===== src/hdl/sine_cosine_poly_fixed_unit_assert.svh =====
// ----------------------------------------------------------------------------
// sine_cosine_poly_fixed_unit assertion macros
// shared property forms for the sine / cosine unit checks
// ----------------------------------------------------------------------------
`ifndef SINE_COSINE_POLY_FIXED_UNIT_ASSERT_SVH
`define SINE_COSINE_POLY_FIXED_UNIT_ASSERT_SVH

// same-cycle implication, quiet while in reset
`define SCPF_ASSERT_IMPLY(label, ante, cons, msg) \
  label: assert property (@(posedge clk) disable iff (rst) (ante) |-> (cons)) \
    else $error(msg);

// next-cycle implication, also checked across reset
`define SCPF_ASSERT_NEXT(label, ante, cons, msg) \
  label: assert property (@(posedge clk) (ante) |=> (cons)) \
    else $error(msg);

`endif


===== src/hdl/scpf_pkg.sv =====
// ----------------------------------------------------------------------------
// scpf_pkg
// shared widths, constants and types of the sine / cosine unit
// ----------------------------------------------------------------------------
package scpf_pkg;

  localparam int ANGLE_W = 25;
  localparam int COEF_W  = 22;
  localparam int OUT_W   = 22;
  localparam int MAG_W   = 31;
  localparam int NANO_W  = 35;

  // angle handling in micro-radians
  localparam logic signed [ANGLE_W-1:0] ANGLE_LIMIT   = 25'sd9424777;
  localparam logic signed [ANGLE_W-1:0] HALF_PI_MICRO = 25'sd1570796;
  // smallest micro angle whose nano value lies above pi
  localparam logic signed [ANGLE_W-1:0] PI_MICRO_UP   = 25'sd3141593;
  // 2pi steps as seen after truncation back to micro units
  localparam logic signed [ANGLE_W-1:0] TWO_PI_LO     = 25'sd6283185;
  localparam logic signed [ANGLE_W-1:0] TWO_PI_HI     = 25'sd6283186;

  // angle handling in nano-radians
  localparam logic signed [NANO_W-1:0] NANO_PER_MICRO = 35'sd1000;
  localparam logic signed [NANO_W-1:0] PI_NANO        = 35'sd3141592654;
  localparam logic signed [NANO_W-1:0] HALF_PI_NANO   = 35'sd1570796327;
  localparam logic signed [NANO_W-1:0] TWO_PI_NANO    = 35'sd6283185307;

  localparam logic [29:0] NANO_PER_UNIT  = 30'd1000000000;
  localparam logic [19:0] MICRO_PER_UNIT = 20'd1000000;
  localparam logic [OUT_W-1:0] OUT_LIMIT = 22'd1048576;

  // coefficient reset values, Q20
  localparam logic signed [COEF_W-1:0] COEF_CUBIC_RST   = 22'sd1048429;
  localparam logic signed [COEF_W-1:0] COEF_SQUARE_RST  = -22'sd174021;
  localparam logic signed [COEF_W-1:0] COEF_QUARTIC_RST = 22'sd7979;

  typedef enum logic [1:0] {
    REG_COEF_CUBIC   = 2'd0,
    REG_COEF_SQUARE  = 2'd1,
    REG_COEF_QUARTIC = 2'd2
  } cfg_reg_t;

  // reduced angle in [-pi/2, pi/2], nano-radians, sign and magnitude
  typedef struct packed {
    logic             neg;
    logic [MAG_W-1:0] mag;
  } red_angle_t;

  typedef struct packed {
    logic valid;
    logic full;
  } queue_status_t;

endpackage


===== src/hdl/scpf_queue.sv =====
// ----------------------------------------------------------------------------
// scpf_queue
// short queue of reduced angles between the front and the back
// ----------------------------------------------------------------------------
module scpf_queue import scpf_pkg::*; #(
  parameter int DEPTH = 4
) (
  input  logic          clk,
  input  logic          rst,
  input  logic          push,
  input  red_angle_t    push_data,
  input  logic          pop,
  output red_angle_t    pop_data,
  output queue_status_t status
);

  localparam int AW = (DEPTH > 1) ? $clog2(DEPTH) : 1;
  localparam int CW = $clog2(DEPTH + 1);

  red_angle_t      mem [DEPTH];
  logic [AW-1:0]   wr_ptr, rd_ptr;
  logic [CW-1:0]   count;

  assign status.valid = (count != '0);
  assign status.full  = (count == CW'(DEPTH));
  assign pop_data     = mem[rd_ptr];

  always_ff @(posedge clk) begin
    if (push) mem[wr_ptr] <= push_data;
  end

  always_ff @(posedge clk) begin
    if (rst) begin
      wr_ptr <= '0;
      rd_ptr <= '0;
      count  <= '0;
    end else begin
      if (push) wr_ptr <= (wr_ptr == AW'(DEPTH - 1)) ? '0 : wr_ptr + 1'b1;
      if (pop)  rd_ptr <= (rd_ptr == AW'(DEPTH - 1)) ? '0 : rd_ptr + 1'b1;
      case ({push, pop})
        2'b10:   count <= count + 1'b1;
        2'b01:   count <= count - 1'b1;
        default: count <= count;
      endcase
    end
  end

endmodule


===== config.mk =====
export PLATFORM = sky130hd
export DESIGN_NAME = scpf_queue
export DESIGN_NICKNAME = d
export VERILOG_FILES = /design/src/hdl/sine_cosine_poly_fixed_unit_assert.svh /design/src/hdl/scpf_pkg.sv /design/src/hdl/scpf_queue.sv
export SDC_FILE = /design/constraint.sdc
export NUM_CORES = 1
export LEC_CHECK = 0
export BUFFER_PORTS_ARGS = -buffer_cell sky130_fd_sc_hd__buf_2
export CORE_ASPECT_RATIO = 1.5
export CORE_MARGIN = 4
export CORE_UTILIZATION = 55
export DETAILED_ROUTE_END_ITERATION = 6
export PLACE_DENSITY = 0.83
export SETUP_SLACK_MARGIN = 0.15
export SYNTH_ARGS = -nofsm -noshare
export SYNTH_HDL_FRONTEND = slang
export SYNTH_SLANG_ARGS = --single-unit

===== constraint.sdc =====
create_clock -name clk -period 2.4 [get_ports clk]
set_clock_uncertainty 0.1 [all_clocks]
set_input_delay 0.48 -clock clk [delete_from_list [all_inputs] [get_ports clk]]
set_output_delay 0.48 -clock clk [all_outputs]
set_load 0.03 [all_outputs]

==> reports/results.ini <==
[placed_design]
hpwl_mm=5.45
dp_slack_ns=0.320
place_inst=391
io_buffers=69
gp_congestion=0.759
post_dp_cell_area_um2=5630

[route]
viasPerCell=5.54
wire_per_inst_um=21.0
drtIter0Drc=175
ant_nets=0
dr.pass1.iters=4
drc=0
num_vias=2366
drt_wl_total_mm=8.97

[clock_tree]
tritoncts=yes
h-tree-depth=4
root_buffer=clkbuf_16
clk_transition_reported_paths_ns=0.06
cts_sinks=137
clock_latency_ns=0.40
clockBufferDepth=2
numCtsBuffers=17

[critical_path]
worstPathCellList=clkbuf_16 -> mux4_2 -> buf_6
crit_fanout=6
critPathArrivalTime_ns=1.75
slowest_delay_ns=0.52
cp_top_family=multiplexers
critPathCaptureType=output port
crit_buf_inv=2
cp.required_ns=1.82
start_kind=register
worst-setup-path-type=reg -> out
slowest_stage=mux4_2

[timing]
setup_viol=0
fin_crit_ns=2.33
worst_pin_slew_ns=0.474
drv_slew=0
min_period_over_period_pct=96.9
tns_ns=0
hold_violations=0
rsz0062_at_grt=yes
relSlewSlack_pct=68.4
setup_slack_ns=0.0750
clock.fmax_ghz=0.430

[synthesis]
synth_area_um2=5100
ys_seq_elements=137
avgSynthCellArea_um2=24.2
syn-num-nets=254
synthCells=211
synth-seq-area-share_pct=78.9
synth_cell_types=19
yosys_warnings=0

[floorplanning]
num_rows=42
io_pins=70
die_area_um2=10900
die_w_um=86.6
fp.coreArea_um2=8930
die_h_um=126
start_util_pct=57.1

[layout]
design_area_um2=6460
seq_area_um2=4030
num-nets-final=347
postLayoutCoreUtil_pct=72.4
final_cells=427
fillers=537
antenna-diode-count=0
drive_gt1_share_pct=46.1
multi_input_area_um2=971
area_growth_pct=26.8

[run]
cap_violations=0

[power_and_ir_drop]
p_leak_nw=2.28
seqPwrFrac_pct=46.0
p_int_mw=4.71
power.density_nw_per_um2=928
max-vdd-ir-drop_v=0.000702
clkPwrFrac_pct=42.7
swShare_pct=21.4
p_sw_mw=1.28
p_comb_share_pct=11.3

[min_path]
hold_path_class=in -> reg

[grt]
grt_max_degree=33
antenna_found_initial=2
grt_pass1_vias=2553
grt_pass1_wl_mm=13.8
grt_usage_pct=17.8
gr-total-overflow=0

[outcome]
status=complete, no violations

-- stage by stage --
step | total power, mW | hold slack, ns
after global placement | 3.36 | 0.378
after detailed placement | 3.38 | 0.399
after floorplan | 3.19 | 0.355
after CTS | 5.99 | 0.166
final | 6.00 | 0.192
after global routing | 6.22 | 0.174
-- layout make-up --
| class | count | area share (%) |
|---|---|---|
| Clock buffer | 24 | 7.30 |
| Multi-Input combinational cell | 63 | 15.0 |
| Inverter | 4 | 0.232 |
| Tap cell | 110 | 2.13 |
| Clock inverter | 8 | 1.88 |
| Timing Repair Buffer | 81 | 11.1 |
| Sequential cell | 137 | 62.3 |
-- metal layers --
layer | global-route usage, % | wire length (µm) | vias up
li1 | - | - | 1073
met1 | 21.2 | 3500 | 1202
met2 | 28.5 | 4850 | 68
met3 | 6.41 | 374 | 19
met4 | 8.44 | 225 | 4
met5 | 0 | 27 | -
-- power by group through the flow --
stage / Combinational, mW / Sequential, mW / Clock, mW
2_1_floorplan: 0.400 / 2.79 / 0
3_3_place_gp: 0.565 / 2.80 / 0
3_5_place_dp: 0.576 / 2.81 / 0
5_1_grt: 0.719 / 2.77 / 2.73
6_report: 0.675 / 2.76 / 2.56
4_1_cts: 0.612 / 2.76 / 2.61
-- sequential cells by signal, indices dropped and copies added (netlist names), named ones only --
name,cells
count,3
mem,128
rd_ptr,2
wr_ptr,2
-- timing repair --
action | in CTS | in global routing
setup buffers | 1 | 0
cloned | 1 | 2
setup endpoints to repair | 29 | 32
gates resized for setup | 18 | 57
hold buffers | 0 | 0
-- synthesized netlist by cell type --
library cell / n / share of area (%)
a21oi_1: 3 / 0.29
and2_1: 4 / 0.49
buf_12: 3 / 1.2
buf_2: 3 / 0.29
buf_6: 1 / 0.22
dfxtp_1: 9 / 3.5
edfxtp_1: 128 / 75
fa_1: 1 / 0.39
ha_1: 6 / 1.5
inv_1: 4 / 0.29
mux2i_1: 3 / 0.59
mux4_1: 2 / 1.0
mux4_2: 30 / 13
nor2_1: 6 / 0.44
nor3b_1: 3 / 0.44
o21ai_0: 1 / 0.098
or3_1: 2 / 0.25
xnor2_1: 1 / 0.17
xor2_1: 1 / 0.17
-- placed cells by master (no fill, tap or decap), types with 2 or more instances in the layout --
cell / n
or3_1: 2
mux2i_1: 3
edfxtp_1: 128
clkbuf_16: 19
buf_2: 37
buf_6: 23
buf_12: 5
dfxtp_1: 7
clkbuf_1: 5
clkinv_2: 3
inv_1: 4
nor2_1: 6
clkbuf_8: 2
nor3b_1: 3
ha_1: 6
buf_4: 13
a21oi_1: 3
and2_2: 4
mux4_2: 32
bufinv_16: 3
-- worst paths after layout --
check | to | cells past startpoint | start | slack (ns)
worst min register to register | count[2]$_SDFFE_PP0P_ | 2 | count[2]$_SDFFE_PP0P_ | 0.41
worst max-delay path | pop_data[7] | 3 | register | 0.07
worst min-delay path | mem[1][28]$_DFFE_PP_ | 1 | push_data[28] | 0.19
worst max register to register | mem[3][2]$_DFFE_PP_ | 3 | wr_ptr[0]$_SDFFE_PP0P_ | 0.73
-- cells by family after synthesis --
logic type | Yosys count | synth area share [%]
AO/OA/AOI/OAI | 4 | 0.392
flip-flops | 137 | 78.9
AND/OR/NAND/NOR | 15 | 1.62
adder cells (fa/ha/maj) | 7 | 1.87
XOR/XNOR | 2 | 0.344
buffers and inverters | 11 | 1.99
multiplexers | 35 | 14.9
No activity file was read; power rests on OpenSTA's default activity.
