<file path="src/hdl/sine_cosine_poly_fixed_unit_assert.svh">
// ----------------------------------------------------------------------------
// sine_cosine_poly_fixed_unit assertion macros
// shared property forms for the sine / cosine unit checks
// ----------------------------------------------------------------------------
`ifndef SINE_COSINE_POLY_FIXED_UNIT_ASSERT_SVH
`define SINE_COSINE_POLY_FIXED_UNIT_ASSERT_SVH

// same-cycle implication, quiet while in reset
`define SCPF_ASSERT_IMPLY(label, ante, cons, msg) \
  label: assert property (@(posedge clk) disable iff (rst) (ante) |-> (cons)) \
    else $error(msg);

// next-cycle implication, also checked across reset
`define SCPF_ASSERT_NEXT(label, ante, cons, msg) \
  label: assert property (@(posedge clk) (ante) |=> (cons)) \
    else $error(msg);

`endif

</file>
<file path="src/hdl/scpf_pkg.sv">
// ----------------------------------------------------------------------------
// scpf_pkg
// shared widths, constants and types of the sine / cosine unit
// ----------------------------------------------------------------------------
package scpf_pkg;

  localparam int ANGLE_W = 25;
  localparam int COEF_W  = 22;
  localparam int OUT_W   = 22;
  localparam int MAG_W   = 31;
  localparam int NANO_W  = 35;

  // angle handling in micro-radians
  localparam logic signed [ANGLE_W-1:0] ANGLE_LIMIT   = 25'sd9424777;
  localparam logic signed [ANGLE_W-1:0] HALF_PI_MICRO = 25'sd1570796;
  // smallest micro angle whose nano value lies above pi
  localparam logic signed [ANGLE_W-1:0] PI_MICRO_UP   = 25'sd3141593;
  // 2pi steps as seen after truncation back to micro units
  localparam logic signed [ANGLE_W-1:0] TWO_PI_LO     = 25'sd6283185;
  localparam logic signed [ANGLE_W-1:0] TWO_PI_HI     = 25'sd6283186;

  // angle handling in nano-radians
  localparam logic signed [NANO_W-1:0] NANO_PER_MICRO = 35'sd1000;
  localparam logic signed [NANO_W-1:0] PI_NANO        = 35'sd3141592654;
  localparam logic signed [NANO_W-1:0] HALF_PI_NANO   = 35'sd1570796327;
  localparam logic signed [NANO_W-1:0] TWO_PI_NANO    = 35'sd6283185307;

  localparam logic [29:0] NANO_PER_UNIT  = 30'd1000000000;
  localparam logic [19:0] MICRO_PER_UNIT = 20'd1000000;
  localparam logic [OUT_W-1:0] OUT_LIMIT = 22'd1048576;

  // coefficient reset values, Q20
  localparam logic signed [COEF_W-1:0] COEF_CUBIC_RST   = 22'sd1048429;
  localparam logic signed [COEF_W-1:0] COEF_SQUARE_RST  = -22'sd174021;
  localparam logic signed [COEF_W-1:0] COEF_QUARTIC_RST = 22'sd7979;

  typedef enum logic [1:0] {
    REG_COEF_CUBIC   = 2'd0,
    REG_COEF_SQUARE  = 2'd1,
    REG_COEF_QUARTIC = 2'd2
  } cfg_reg_t;

  // reduced angle in [-pi/2, pi/2], nano-radians, sign and magnitude
  typedef struct packed {
    logic             neg;
    logic [MAG_W-1:0] mag;
  } red_angle_t;

  typedef struct packed {
    logic valid;
    logic full;
  } queue_status_t;

endpackage

</file>
<file path="src/hdl/scpf_front.sv">
// ----------------------------------------------------------------------------
// scpf_front
// accepts angles, saturates, applies the cosine shift and reduces the range
// ----------------------------------------------------------------------------
module scpf_front import scpf_pkg::*; (
  input  logic                      clk,
  input  logic                      rst,
  input  logic                      in_valid,
  output logic                      in_ready,
  input  logic                      op,
  input  logic signed [ANGLE_W-1:0] angle_micro,
  output logic                      push,
  input  logic                      full,
  output red_angle_t                push_data
);

  localparam int NF = 4;

  logic [NF-1:0] vld;
  logic [NF-1:0] en;

  logic signed [ANGLE_W-1:0] a_sat, a_cos;
  logic signed [ANGLE_W-1:0] s1_a, s2_a;
  logic                      s1_op;
  logic signed [NANO_W-1:0]  a_nano, x_wrap, x_refl, s3_x;

  // stall ripples back from the queue
  always_comb begin
    en[NF-1] = !vld[NF-1] || !full;
    for (int k = NF - 2; k >= 0; k--) begin
      en[k] = !vld[k] || en[k+1];
    end
  end

  assign in_ready = en[0];
  assign push     = vld[NF-1] && !full;

  always_ff @(posedge clk) begin
    if (rst) begin
      vld <= '0;
    end else begin
      if (en[0]) vld[0] <= in_valid;
      for (int k = 1; k < NF; k++) begin
        if (en[k]) vld[k] <= vld[k-1];
      end
    end
  end

  // stage 1: saturate, add pi/2 for cosine
  always_comb begin
    if (angle_micro > ANGLE_LIMIT) begin
      a_sat = ANGLE_LIMIT;
    end else if (angle_micro < -ANGLE_LIMIT) begin
      a_sat = -ANGLE_LIMIT;
    end else begin
      a_sat = angle_micro;
    end
  end

  always_ff @(posedge clk) begin
    if (en[0]) begin
      s1_a  <= op ? a_sat + HALF_PI_MICRO : a_sat;
      s1_op <= op;
    end
  end

  // stage 2: cosine wrap, truncated back to micro units
  always_comb begin
    a_cos = s1_a;
    if (s1_op) begin
      if (s1_a >= PI_MICRO_UP) begin
        a_cos = s1_a - ((s1_a >= TWO_PI_HI) ? TWO_PI_HI : TWO_PI_LO);
      end else if (s1_a <= -PI_MICRO_UP) begin
        a_cos = s1_a + ((s1_a >= -TWO_PI_LO) ? TWO_PI_LO : TWO_PI_HI);
      end
    end
  end

  always_ff @(posedge clk) begin
    if (en[1]) s2_a <= a_cos;
  end

  // stage 3: to nano-radians, wrap once into [-pi, pi]
  always_comb begin
    a_nano = NANO_W'(s2_a) * NANO_PER_MICRO;
    if (s2_a >= PI_MICRO_UP) begin
      x_wrap = a_nano - TWO_PI_NANO;
    end else if (s2_a <= -PI_MICRO_UP) begin
      x_wrap = a_nano + TWO_PI_NANO;
    end else begin
      x_wrap = a_nano;
    end
  end

  always_ff @(posedge clk) begin
    if (en[2]) s3_x <= x_wrap;
  end

  // stage 4: reflect into [-pi/2, pi/2], split sign and magnitude
  always_comb begin
    if (s3_x > HALF_PI_NANO) begin
      x_refl = PI_NANO - s3_x;
    end else if (s3_x < -HALF_PI_NANO) begin
      x_refl = -PI_NANO - s3_x;
    end else begin
      x_refl = s3_x;
    end
  end

  always_ff @(posedge clk) begin
    if (en[3]) begin
      push_data.neg <= x_refl[NANO_W-1];
      push_data.mag <= x_refl[NANO_W-1] ? MAG_W'(-x_refl) : MAG_W'(x_refl);
    end
  end

endmodule

</file>
<file path="config.mk">
export PLATFORM = sky130hd
export DESIGN_NAME = scpf_front
export DESIGN_NICKNAME = d
export VERILOG_FILES = /design/src/hdl/sine_cosine_poly_fixed_unit_assert.svh /design/src/hdl/scpf_pkg.sv /design/src/hdl/scpf_front.sv
export SDC_FILE = /design/constraint.sdc
export NUM_CORES = 1
export LEC_CHECK = 0
export ABC_AREA = 1
export BUFFER_PORTS_ARGS = -buffer_cell sky130_fd_sc_hd__buf_2
export CAP_MARGIN = 20
export CORE_UTILIZATION = 47
export CTS_BUF_LIST = sky130_fd_sc_hd__clkbuf_8
export CTS_CLUSTER_DIAMETER = 60
export DETAILED_ROUTE_END_ITERATION = 7
export PLACE_DENSITY = 0.63
export SLEW_MARGIN = 20
export SYNTH_ARGS = -nofsm -noshare
export SYNTH_HDL_FRONTEND = slang
export SYNTH_SLANG_ARGS = --single-unit
export TNS_END_PERCENT = 10
</file>
<file path="constraint.sdc">
create_clock -name clk -period 7.1 [get_ports clk]
set_input_delay 0.355 -clock clk [delete_from_list [all_inputs] [get_ports clk]]
set_output_delay 0.355 -clock clk [all_outputs]
set_load 0.01 [all_outputs]
</file>
==> reports/results.tsv <==
metric	value	unit
critPathCapture	s3_x[28]	
grt_overflow_total	0	
synth_nets	3240	
critPathKind	reg2reg	
route.met2.wl	27500	um
die_width	203	um
portBuffers	63	
antenna_cells	0	
synthFlopType	edfxtp_1	
drive_gt1_share	6.09	%
crit_family	adder cells	
postSynthAreaPerCell	6.38	um2
initial_core_util	47.7	%
synth_cell_types	55	
drt_iter0_markers	1518	
wl_met3	3270	um
holdBufCountCts	0	
path_clk_slew	0.08	ns
die-area	41200	um2
synth_area	19000	um2
clk_latency	0.48	ns
htreeDepth	4	
end_kind	flop	
cts_root_buf	clkbuf_8	
antenna_found_initial	0	
r2r_start	s2_a[4]	
final_net_count	3271	
max_freq	174	MHz
worstPathBufferInverterCount	6	
post_cts_resized	0	
arrival	5.95	ns
synth-edff-count	118	
slew_headroom	44.0	%
top_layer	met4	
first_global_vias	17753	
path_cells	inv_1 > fa_1 > fa_1 > inv_1 > fa_1 > inv_1 > fa_1 > inv_1 > ha_1 > nand2_1 > inv_1 > nand3_1 > nand2_1 > xor2_1 > nand3_1 > nand3_1 > nand2_1 > inv_1 > nand2_1 > o21ai_0 > nand2_1 > nand2_1 > nand2_1 > xor2_1	
path_common_cell	nand2_1	
drtPass1Iterations	6	
finalCriticalPeriod	5.74	ns
slew_viol_final	0	
grt_pass1_wl	93200	um
grt_usage	28.9	%
required	7.31	ns
cp.depth	24	
cts_setup_buffers	0	
clk_path_buf_depth	2	
slowest_stage	fa_1	
yosysSeqAreaShare	19.1	%
ys_ff_latch	122	
syn_to_final_growth	6.00	%
slowest_delay	0.55	ns
synthArstFlopShare	0	%
vias_per_cell	5.35	
hold_viol	0	
post_drt_wl_per_cell	16.7	um
cp-start-kind	flop	
startpoint	s2_a[4]	
holdCritPathClass	in2reg	
io_pins	64	
hpwl	49900	um
drc	0	
vias	18974	
clkSinkCount	122	
drt-met1-wl	26700	um
rrSetupSlack	1.36	ns
clock_skew	0.0178	ns
cts_tree	done	
rsz0062_at_grt	false	
r2r-end	s3_x[28]	
gp_congestion	1.00	
die_y	203	um
numCtsBuffers	17	
synthCells	2978	
status	completed	
fin_area	20100	um2
worst_pin_slew	0.837	ns
critPathMaxFanout	6	
fin_setup_tns	0	ns
drv_cap	0	
hold-worst-slack	0.0647	ns
grt_max_degree	38	
routed_wirelength	59400	um
drt.antenna.violating_nets	0	
yosys_warnings	0	
post_dp_cell_area	19700	um2
core.rowCount	73	
min_period_over_period	80.8	%
setup_viol	0	
core	39800	um2
r2r_cells	24	
## worst reg2reg max path, delay by kind of cell (launching register included)
kind	cells	cell delay, ns
adder cells (fa/ha/maj)	5	2.45
AND/OR/NAND/NOR	10	1.02
XOR/XNOR	2	0.55
flip-flops	1	0.53
buffers and inverters	6	0.53
AO/OA/AOI/OAI	1	0.39
## worst min-delay path by stage
stage	end	startpoint	slack (ns)	cells after the start
finish	vld[0]	rst	0.06	2
global route	vld[0]	rst	0.05	2
CTS	vld[2]	rst	0.03	2
detailed placement	vld[3]	vld[2]	0.45	2
global placement	vld[2]	vld[1]	0.44	2
floorplan	vld[0]	rst	0.42	1
## cell usage after synthesis (16+ instances only)
| library cell | count | area (um2) |
|---|---|---|
| inv_1 | 516 | 1940 |
| edfxtp_1 | 118 | 3540 |
| nor2_2 | 16 | 100 |
| nor3_1 | 45 | 225 |
| nand3_1 | 206 | 1030 |
| xor2_1 | 101 | 885 |
| ha_1 | 136 | 1700 |
| a21oi_1 | 83 | 415 |
| nand3b_1 | 18 | 135 |
| nand2_2 | 19 | 119 |
| nor2_1 | 308 | 1160 |
| nand2_1 | 944 | 3540 |
| nand4_1 | 59 | 369 |
| fa_1 | 96 | 1920 |
| inv_2 | 23 | 86.3 |
| o21ai_0 | 104 | 521 |
| clkbuf_1 | 20 | 75.1 |
| buf_2 | 24 | 120 |
## flip-flops by register name, summed over array words and instances, names as in the netlist
register	cells
push_data	32
s1_a	25
s1_op	1
s2_a	25
s3_x	35
vld	4
## logic make-up after synthesis
family / share of synthesized area [%]
xor gates and xnor gates: 5.21
AOI/OAI and AO/OA: 7.52
muxes: 0.0527
adders and majority gates: 19.1
buffers and inverters: 12.6
DFF: 19.1
and+or+nand+nor: 36.4
## area by class of cell
cell class | count | area, um2
Sequential cell | 122 | 3620
Multi-Input combinational cell | 2247 | 13000
Tap cell | 525 | 657
Clock inverter | 15 | 189
Inverter | 549 | 2070
Fill cell | 4212 | 19700
Clock buffer | 17 | 234
Timing Repair Buffer | 72 | 390
## per-stage QoR
step / std cells / utilization, % / setup WS, ns
2_1_floorplan: 2978 / - / 2.22
4_1_cts: 3546 / 50.5 / 1.37
3_5_place_dp: 3514 / 49.5 / 1.39
5_1_grt: 3547 / 50.6 / 0.965
6_report: 3547 / 50.6 / 1.36
3_3_place_gp: 3514 / 49.5 / 1.38
## cells in the final DEF, fill, tap and decap left out, types with 12 or more instances in the layout
master      n
buf_2      63
nand2_2    19
nand4_1    59
o211ai_1   12
clkbuf_8   17
nand3b_1   18
a21oi_1    82
o21ai_0   104
xnor2_1    12
ha_1      136
fa_1       96
nand2_1   944
nor2_1    308
xor2_1    101
nor2_2     16
edfxtp_1  118
nand3_1   206
nor3_1     45
inv_1     516
inv_2      23
## per-layer routing
metal,vias to the layer above,GRT usage [%]
met5,-,0
met2,600,48.0
met4,0,9.96
met3,106,3.43
met1,8859,38.7
li1,9409,-
Power is not shown: default switching activity piles up to over one toggle a cycle in this logic, so the estimate is an artifact.
